===== src/rtl/hsv_pkg.sv =====
// Shared types, constants and helper functions of the RGB to HSV converter.
// Depends on nothing; every other file of the block imports it.
package hsv_pkg;

	// Width of the quotient produced by the divider chain, and of every output field.
	localparam int unsigned QuotW = 15;
	// Width of a partial remainder and of a doubled 8-bit divisor.
	localparam int unsigned RemW = 9;
	// Number of divider cells: one quotient bit each.
	localparam int unsigned NumCells = QuotW;

	// Hue of one full turn, degrees times 64.
	localparam logic [QuotW-1:0] HUE_FULL_TURN = 15'd23040;
	// Twice 60 degrees times 64: numerators are doubled for round to nearest.
	localparam logic [13:0] HUE_UNIT_X2 = 14'd7680;
	// Twice 100 percent times 256.
	localparam logic [15:0] PCT_SCALE_X2 = 16'd51200;

	// Hue offsets in units of 60 degrees, chosen by the largest channel.
	localparam logic [2:0] OFF_RED = 3'd6;
	localparam logic [2:0] OFF_GREEN = 3'd2;
	localparam logic [2:0] OFF_BLUE = 3'd4;

	// One division in flight: partial remainder, pending numerator bits
	// that are replaced by quotient bits from the right, and the divisor.
	typedef struct packed {
		logic [RemW-1:0] rem;
		logic [QuotW-1:0] nq;
		logic [RemW-1:0] den;
	} lane_t;

	// Everything one transaction carries from cell to cell.
	typedef struct packed {
		logic valid;
		lane_t hue_l;
		lane_t sat_l;
		logic grey;
		logic black;
		logic [QuotW-1:0] val;
	} cell_t;

	// Table of value in percent times 256, rounded, for each max channel.
	typedef logic [255:0][QuotW-1:0] val_tbl_t;

	function automatic val_tbl_t build_val_table();
		val_tbl_t t;
		for (int i = 0; i < 256; i++) begin
			t[i] = QuotW'((51200 * i + 255) / 510);
		end
		return t;
	endfunction

	localparam val_tbl_t VAL_TABLE = build_val_table();

	// One restoring division step: bring in the next numerator bit,
	// subtract the divisor when it fits and shift in the quotient bit.
	function automatic lane_t div_step(lane_t l);
		lane_t o;
		logic [RemW:0] t;
		logic ge;
		t = {l.rem, l.nq[QuotW-1]};
		ge = (t >= {1'b0, l.den});
		o.rem = ge ? RemW'(t - {1'b0, l.den}) : t[RemW-1:0];
		o.nq = {l.nq[QuotW-2:0], ge};
		o.den = l.den;
		return o;
	endfunction

endpackage


===== src/rtl/rgb_to_hsv_converter.sv =====
// Top level of the RGB to HSV converter: input stage, divider cell chain
// and output register. Depends on hsv_pkg, hsv_front and hsv_div_cell.
//
//   channel | handshake            | payload
//   pixel   | pix_valid, pix_stall | red, green, blue (8 bits each)
//   hsv     | hsv_valid, hsv_stall | hue, saturation, brightness (15 bits each)
//
// One pixel is accepted every cycle unless hsv_stall holds a waiting result; it passes
// through the input stage, 15 divider cells (one quotient bit each)
// and the output register.
// Reset clears all valid flags; the pipeline holds no pixel after reset.
// While a result waits under hsv_stall the whole pipeline holds and pix_stall is high.
module rgb_to_hsv_converter (
	input logic clk,
	input logic arst_n,
	input logic pix_valid,
	output logic pix_stall,
	input logic [7:0] red,
	input logic [7:0] green,
	input logic [7:0] blue,
	output logic hsv_valid,
	input logic hsv_stall,
	output logic [14:0] hue,
	output logic [14:0] saturation,
	output logic [14:0] brightness
);
	import hsv_pkg::*;

	logic en;
	cell_t chain [NumCells+1];
	logic [QuotW-1:0] hue_raw, hue_fix;
	logic hsv_valid_q;
	logic [QuotW-1:0] hue_q, sat_q, val_q;

	// The pipeline moves unless a finished result is held back.
	assign en = !(hsv_valid_q && hsv_stall);
	assign pix_stall = !en;

	hsv_front u_front (
		.clk(clk),
		.arst_n(arst_n),
		.en(en),
		.pix_ok(pix_valid),
		.red(red),
		.green(green),
		.blue(blue),
		.cell_s1(chain[0])
	);

	// Divider chain, one quotient bit per cell.
	for (genvar i = 0; i < NumCells; i++) begin : g_cell
		hsv_div_cell u_cell (
			.clk(clk),
			.arst_n(arst_n),
			.en(en),
			.d(chain[i]),
			.q(chain[i+1])
		);
	end

	// Wrap a hue of a full turn or more back into range.
	always_comb begin
		hue_raw = chain[NumCells].hue_l.nq;
		hue_fix = (hue_raw >= HUE_FULL_TURN) ? hue_raw - HUE_FULL_TURN : hue_raw;
	end

	// Output register.
	always_ff @(posedge clk or negedge arst_n) begin
		if (!arst_n) begin
			hsv_valid_q <= 1'b0;
		end else if (en) begin
			hsv_valid_q <= chain[NumCells].valid;
		end
	end

	always_ff @(posedge clk) begin
		if (en) begin
			hue_q <= chain[NumCells].grey ? '0 : hue_fix;
			sat_q <= chain[NumCells].black ? '0 : chain[NumCells].sat_l.nq;
			val_q <= chain[NumCells].val;
		end
	end

	assign hsv_valid = hsv_valid_q;
	assign hue = hue_q;
	assign saturation = sat_q;
	assign brightness = val_q;

endmodule


===== src/rtl/hsv_front.sv =====
// Input stage of the converter: max, min, difference, hue and saturation
// numerators and the value lookup, registered as stage one. Uses hsv_pkg.
module hsv_front (
	input logic clk,
	input logic arst_n,
	input logic en,
	input logic pix_ok,
	input logic [7:0] red,
	input logic [7:0] green,
	input logic [7:0] blue,
	output hsv_pkg::cell_t cell_s1
);
	import hsv_pkg::*;

	logic [7:0] mx, mn, diff, a, c;
	logic [2:0] off;
	logic [10:0] turns;
	logic [23:0] hnum, snum;
	cell_t d;

	// Largest and smallest channel; red wins ties over green, green over blue.
	always_comb begin
		mx = red;
		if (green > mx) mx = green;
		if (blue > mx) mx = blue;
		mn = red;
		if (green < mn) mn = green;
		if (blue < mn) mn = blue;
		diff = mx - mn;
	end

	// Channel difference and hue offset by the largest channel.
	always_comb begin
		priority if (mx == red) begin
			a = green; c = blue; off = OFF_RED;
		end else if (mx == green) begin
			a = blue; c = red; off = OFF_GREEN;
		end else begin
			a = red; c = green; off = OFF_BLUE;
		end
	end

	// Doubled numerators plus half the divisor give rounding to nearest.
	always_comb begin
		turns = 11'(off) * 11'(diff) + 11'(a);
		hnum = 24'(turns) * 24'(HUE_UNIT_X2) + 24'(diff) - 24'(c) * 24'(HUE_UNIT_X2);
		snum = 24'(diff) * 24'(PCT_SCALE_X2) + 24'(mx);
		d.valid = pix_ok;
		d.hue_l.rem = hnum[23:QuotW];
		d.hue_l.nq = hnum[QuotW-1:0];
		d.hue_l.den = {diff, 1'b0};
		d.sat_l.rem = snum[23:QuotW];
		d.sat_l.nq = snum[QuotW-1:0];
		d.sat_l.den = {mx, 1'b0};
		d.grey = (diff == 8'd0);
		d.black = (mx == 8'd0);
		d.val = VAL_TABLE[mx];
	end

	// Stage one register.
	always_ff @(posedge clk or negedge arst_n) begin
		if (!arst_n) begin
			cell_s1 <= '0;
		end else if (en) begin
			cell_s1 <= d;
		end
	end

endmodule


===== src/rtl/hsv_div_cell.sv =====
// One cell of the divider chain: a single quotient bit for the hue and the
// saturation division, with the rest of the transaction passed on. Uses hsv_pkg.
module hsv_div_cell (
	input logic clk,
	input logic arst_n,
	input logic en,
	input hsv_pkg::cell_t d,
	output hsv_pkg::cell_t q
);
	import hsv_pkg::*;

	cell_t nxt;

	// Both divisions advance by one bit; the side data moves along unchanged.
	always_comb begin
		nxt = d;
		nxt.hue_l = div_step(d.hue_l);
		nxt.sat_l = div_step(d.sat_l);
	end

	// Cell register.
	always_ff @(posedge clk or negedge arst_n) begin
		if (!arst_n) begin
			q <= '0;
		end else if (en) begin
			q <= nxt;
		end
	end

endmodule

===== config.mk =====
export PLATFORM = sky130hd
export DESIGN_NAME = rgb_to_hsv_converter
export DESIGN_NICKNAME = d
export VERILOG_FILES = /design/src/rtl/hsv_pkg.sv /design/src/rtl/rgb_to_hsv_converter.sv /design/src/rtl/hsv_front.sv /design/src/rtl/hsv_div_cell.sv
export SDC_FILE = /design/constraint.sdc
export NUM_CORES = 2
export LEC_CHECK = 0
export BUFFER_PORTS_ARGS = -buffer_cell sky130_fd_sc_hd__clkbuf_2
export CORE_UTILIZATION = 40
export DETAILED_ROUTE_END_ITERATION = 8
export PLACE_DENSITY = 0.56
export SYNTH_ARGS = -nofsm -noshare
export SYNTH_HDL_FRONTEND = slang
export SYNTH_SLANG_ARGS = --single-unit

===== constraint.sdc =====
create_clock -name clk -period 2.94 [get_ports clk]
set_input_delay 0.588 -clock clk [delete_from_list [all_inputs] [get_ports clk]]
set_output_delay 0.588 -clock clk [all_outputs]
set_load 0.01 [all_outputs]

==> Yosys cells after proc, flatten, opt, wreduce, memory -nomap -nowiden <==
Memories as Yosys holds them, arrays and structs flattened. A register that Yosys moved wholly into a read port is not among the register bits.
Cells that the tools add are included.
{ "classes": {"reduce_logical": 5, "n_addsub": 34, "multipliers": 4, "n_eq_ne": 2, "muxes": 39, "magnitude_cmp": 35} }
{ "ops": {"columns": ["operator", "n"], "rows": [
  ["$ge 10x9->1", 30],
  ["$mux 9", 28],
  ["$sub 9x9->9", 28],
  ["$mux 8", 8],
  ["$add 24x8->24", 2],
  ["$sub 24x21->24", 1],
  ["$eq 8x8->1", 2],
  ["$gt 8x8->1", 2],
  ["$logic_not 8->1", 2],
  ["$lt 8x8->1", 2],
  ["$ge 15x15->1 const B", 1],
  ["$mul 11x4->15 const B", 1],
  ["$mux 15", 1],
  ["$sub 15x15->15 const B", 1],
  ["$mul 8x5->13 const B", 1],
  ["$mul 8x4->12 const B", 1],
  ["$add 11x8->11", 1],
  ["$mul 3x8->11", 1],
  ["$sub 8x8->8", 1],
  ["$mux 3", 2],
  ["$logic_not 1->1", 2],
  ["$logic_and 1x1->1", 1]
]} }
{ "totals": {"mem_count": 1, "romBits": 3840, "input_bits": 28, "elab_cells": 279, "register_bits": 1309} }
{ "mem_list": {"columns": ["memory", "depth", "word_bits", "read_ports", "rd_ports_with_merged_regs", "wr", "line_no", "rtl"], "rows": [
  ["(no name shown)", 256, 15, 1, 1, 0, "hsv_front.sv:57", "d.val = VAL_TABLE[mx];"]
]} }

==> Longest topological paths before layout <==
{ "logic_depth": {"depth_word": 12, "mapped_depth": 55} }

==> By module <==
Synthesis repeated with hierarchy kept, for this count alone.
{ "hier_totals": {"cells_unflattened": 7059, "hier_area_um2": 76937.5} }
{ "by_module_without_submodules": {"columns": ["module", "cells_per_inst", "instances", "area_each_um2"], "rows": [
  ["hsv_div_cell at g_cell[0].u_cell ...", 355, 9, 4185.3],
  ["hsv_div_cell at g_cell[14].u_cell ...", 351, 6, 4157.7],
  ["hsv_front", 1651, 1, 12524.5],
  ["rgb_to_hsv_converter", 107, 1, 1799.2]
]} }

==> Least setup slack after synthesis <==
Ideal clock, no wire load.
{ "synth_path": {"path_type": "input-to-reg", "start": "input port red[3]", "end": "register u_front.cell_s1[82] in the netlist's numbering", "arrival_ns": 10.993, "required_ns": 2.803, "stages": 47, "slack_ns": -8.190, "path_cell_list": "clkbuf_1 -> inv_1 -> ha_1 -> a21oi_1 -> a21oi_2 -> o21ai_2 -> buf_2 -> mux2_2 -> inv_1 -> ha_1 -> o21ai_0 -> nor2_1 -> nor2_1 -> o21ai_0 -> mux2_2 -> nand2_1 -> buf_6 -> mux2i_4 -> [... 11 more ...] -> inv_1 -> fa_1 -> inv_1 -> ha_1 -> o21ai_0 -> a21boi_0 -> o21ai_0 -> a21boi_0 -> nor2_1 -> ha_1 -> or3_1 -> o211a_1 -> o21a_1 -> o21a_1 -> or3_1 -> nand2b_1 -> xnor2_1 -> a21oi_1"} }
{ "synth_between": {"elab_chain_cells": 12} }
{ "synth_lines": {"columns": ["item", "line_no", "rtl"], "rows": [
  ["start, declared", "rgb_to_hsv_converter.sv:18", "input logic [7:0] red,"],
  ["branches (longest 11 deep; another with $add 24x8->24)", null, null],
  ["$sub 24x21->24 *", "hsv_front.sv:46", "hnum = 24'(turns) * 24'(HUE_UNIT_X2) + 24'(diff) - 24'(c) * 24'(HUE_UNIT_X2);"],
  ["end signal, assigned", "hsv_front.sv:63", "cell_s1 <= '0;"],
  ["end signal, assigned", "hsv_front.sv:65", "cell_s1 <= d;"],
  ["end, declared", "hsv_front.sv:11", "output hsv_pkg::cell_t cell_s1"]
]} }
Every way passes the cells marked *.
A chain may end at the register's enable or synchronous reset.

==> Worst setup path in the final report <==
{ "layout_path": {"start": "input port red[1]", "end": "register u_front.cell_s1[82] in the netlist's numbering"} }
The elaborated chain is that of the path after synthesis.

==> reports/qor.csv <==
metric;value;unit
outcome;finished, violations left;
failing checks;setup timing;
fill count;14968;
headroom to the max-slew limit;0.527;
Antenna diodes;0;
starting density of the core;0.405;
# setup viols final;63;
Crit Path Class;primary input to flop;
Syn Nets;7821;
number of warnings issued by yosys;0;
Total Routing Usage GR;0.204;
fin nets;8254;
worst path arrival time;9650;ps
hold depth;2;
vias;50460;
Seq/Total Area, Yosys;0.462;
RSZ-0062 raised after global routing;yes;
initial antenna violation count;0;
Die Area;158000;sq um
Final Cell Area;75600;sq um
maxcap violations;0;
Synth Flop Type;dfrtp_1;
Max Clock Skew;28.3;ps
pin count of the biggest net entering global routing;128;
width of the die;398;um
Worst Tran Pin Value;702;ps
DRT Wirelength;160000;um
post-route minimum period;9040;ps
Critical-path top delay cell;fa_2;
Worst path max stage delay;590;ps
Mapped Area;62700;sq um
CTS sink count;1148;
fraction of layout cells with a size suffix above 1;0.155;
CP top delay family;adder cells;
Synth cell types;104;
routability cong.;0.892;
Cell Area, Placed;69500;sq um
Reg2Reg Depth;10;
post-synthesis cell count;7353;
synthesis-to-layout area growth;20.6;%
CP max FO;5;
setup_tns;-154640;ps
drt via density;5.08;
gr ovfl total;0;
Routed WL per cell;16.1;um
fmax;111;MHz
Setup crit end kind;flop;
first-pass GRT wire length;267000;um
vias in the first global route;50852;
post-route ant nets;0;
TritonCTS Buffers;121;
IO buf count;74;
CP Depth;48;
Final Hold Fails;0;
critical path required time;3540;ps
clk root buf;clkbuf_16;
die height;398;um
detailed placer's ending HPWL;115000;um
ys async rst share;0.961;
htree depth;3;
worst hold-check path type;primary input to flop;
worst setup margin;-6100;ps
CTS tree;built;
router iterations before antenna repair;5;
EDFF count, synth;45;
Skew-Pair Late Insertion Delay;740;ps
Core Rows;144;
DR iter-0 viols;3090;
IO Pins;75;
Synth Area per Inst;8.52;sq um
final clock period utilization by the worst path;3.08;
buffer levels on the longest clock path;3;
DR DRC count;0;
core area;155000;sq um
Critical Path Source Type;primary input;
Seq cells post-synth;1148;
fin. max-slew vios;0;
clk slew on worst S/H paths;60;ps
WP buf/inv;9;
timing repair:
item,CTS,global route
endpoints found under the hold margin,29,0
endpoints found under the setup margin,63,136
pin swaps,77,54
buffers inserted,57,30
hold buffers,2,0
gates cloned,0,3
gates resized for setup,217,132
cells in the mapped netlist, types with 9 or more instances:
cell type / instances / area, sq um
mux2i_1: 43 / 430
dfrtp_1: 1103 / 27600
nand2b_1: 96 / 601
o21a_1: 19 / 143
o311ai_0: 13 / 114
xor2_1: 72 / 631
clkbuf_1: 298 / 1120
nor4_1: 9 / 56.3
nand3b_1: 9 / 67.6
nand2_1: 2259 / 8480
a221oi_1: 32 / 280
inv_1: 419 / 1570
nor3_1: 83 / 415
ha_1: 377 / 4720
or3_1: 9 / 56.3
edfxtp_1: 45 / 1350
buf_1: 26 / 97.6
o21bai_1: 13 / 97.6
a211o_1: 9 / 78.8
buf_2: 34 / 170
a211oi_1: 27 / 203
a221o_1: 13 / 130
o221ai_1: 13 / 114
and2_1: 10 / 62.6
nor2_1: 439 / 1650
mux2_2: 19 / 214
xnor2_1: 115 / 1010
fa_1: 63 / 1260
a21oi_1: 424 / 2120
a21o_1: 135 / 1010
nor2b_1: 118 / 738
nand4_1: 60 / 375
o211ai_1: 39 / 293
o21ai_0: 588 / 2940
nand3_1: 45 / 225
o31ai_1: 32 / 240
o22ai_1: 24 / 150
a21boi_0: 9 / 67.6
o21ai_1: 23 / 115
a31oi_1: 37 / 231
cell usage in the layout, fill, tap and decap left out, types with 125 or more instances in the layout:
cell       count
dfrtp_1     1103
buf_4        504
a21o_1       134
clkbuf_16    125
o21ai_0      546
nand2_1     2250
ha_1         333
inv_1        385
nor2_1       425
a21oi_1      395
logic make-up after synthesis:
| kind of cell | Yosys count | synth area share |
|---|---|---|
| multiplexers | 68 | 0.0120 |
| AND/OR/NAND/NOR | 3172 | 0.208 |
| flip-flops | 1148 | 0.462 |
| adder cells (fa/ha/maj) | 440 | 0.0954 |
| AO/OA/AOI/OAI | 1538 | 0.146 |
| XOR/XNOR | 190 | 0.0269 |
| buffers and inverters | 797 | 0.0496 |
per-layer routing:
layer,global-route usage,part of all wire,up-vias,routed length (um)
met1,0.279,0.47,24075,75000
li1,-,-,25335,-
met3,0.0202,0.034,236,5360
met2,0.341,0.47,814,75500
met4,0.0617,0.025,0,4000
met5,0,0,-,0
final cells by class:
cell class	count	area [sq um]	share of cell area
clock buffers	182	3580	0.0474
clock inverters	41	526	0.00695
inverters	425	1650	0.0218
multi-input cells	5408	32400	0.429
flip-flops and latches	1148	29000	0.383
well taps	2044	2560	0.0338
repair buffers	682	5890	0.0779
flip-flops by register name, summed over array words and instances (netlist names):
| register | flops |
|---|---|
| u_front.cell_s1 | 65 |
| saturation | 15 |
| brightness | 15 |
| hue | 15 |
| hsv_valid | 1 |
| g_cell.u_cell.q | 1037 |
path summary, 6_finish.rpt:
| path | from | end | slack [ps] |
|---|---|---|---|
| max reg2reg | g_cell[12].u_cell.q[52] | g_cell[13].u_cell.q[76] | 150 |
| min in group asynchronous | arst_n | g_cell[14].u_cell.q[1] | 340 |
| min | hsv_stall | u_front.cell_s1[67] | 170 |
| max | red[1] | u_front.cell_s1[82] | -6100 |
| min reg2reg | g_cell[14].u_cell.q[0] | brightness[0] | 440 |
| max in group asynchronous | arst_n | g_cell[11].u_cell.q[82] | 1560 |
metrics by stage:
step                      utilization  setup slack (ps)  cells  hold slack [ps]
final                           0.488             -6100   9930              168
after CTS                       0.484             -6050   9920             99.7
after global routing            0.488             -6450   9930              156
after floorplan                     -             -6810   7353              292
after detailed placement        0.449             -7210   9648              436
after global placement          0.449             -7140   9648              435
Power is not shown: default switching activity piles up to over one toggle a cycle in this logic, so the estimate is an artifact.
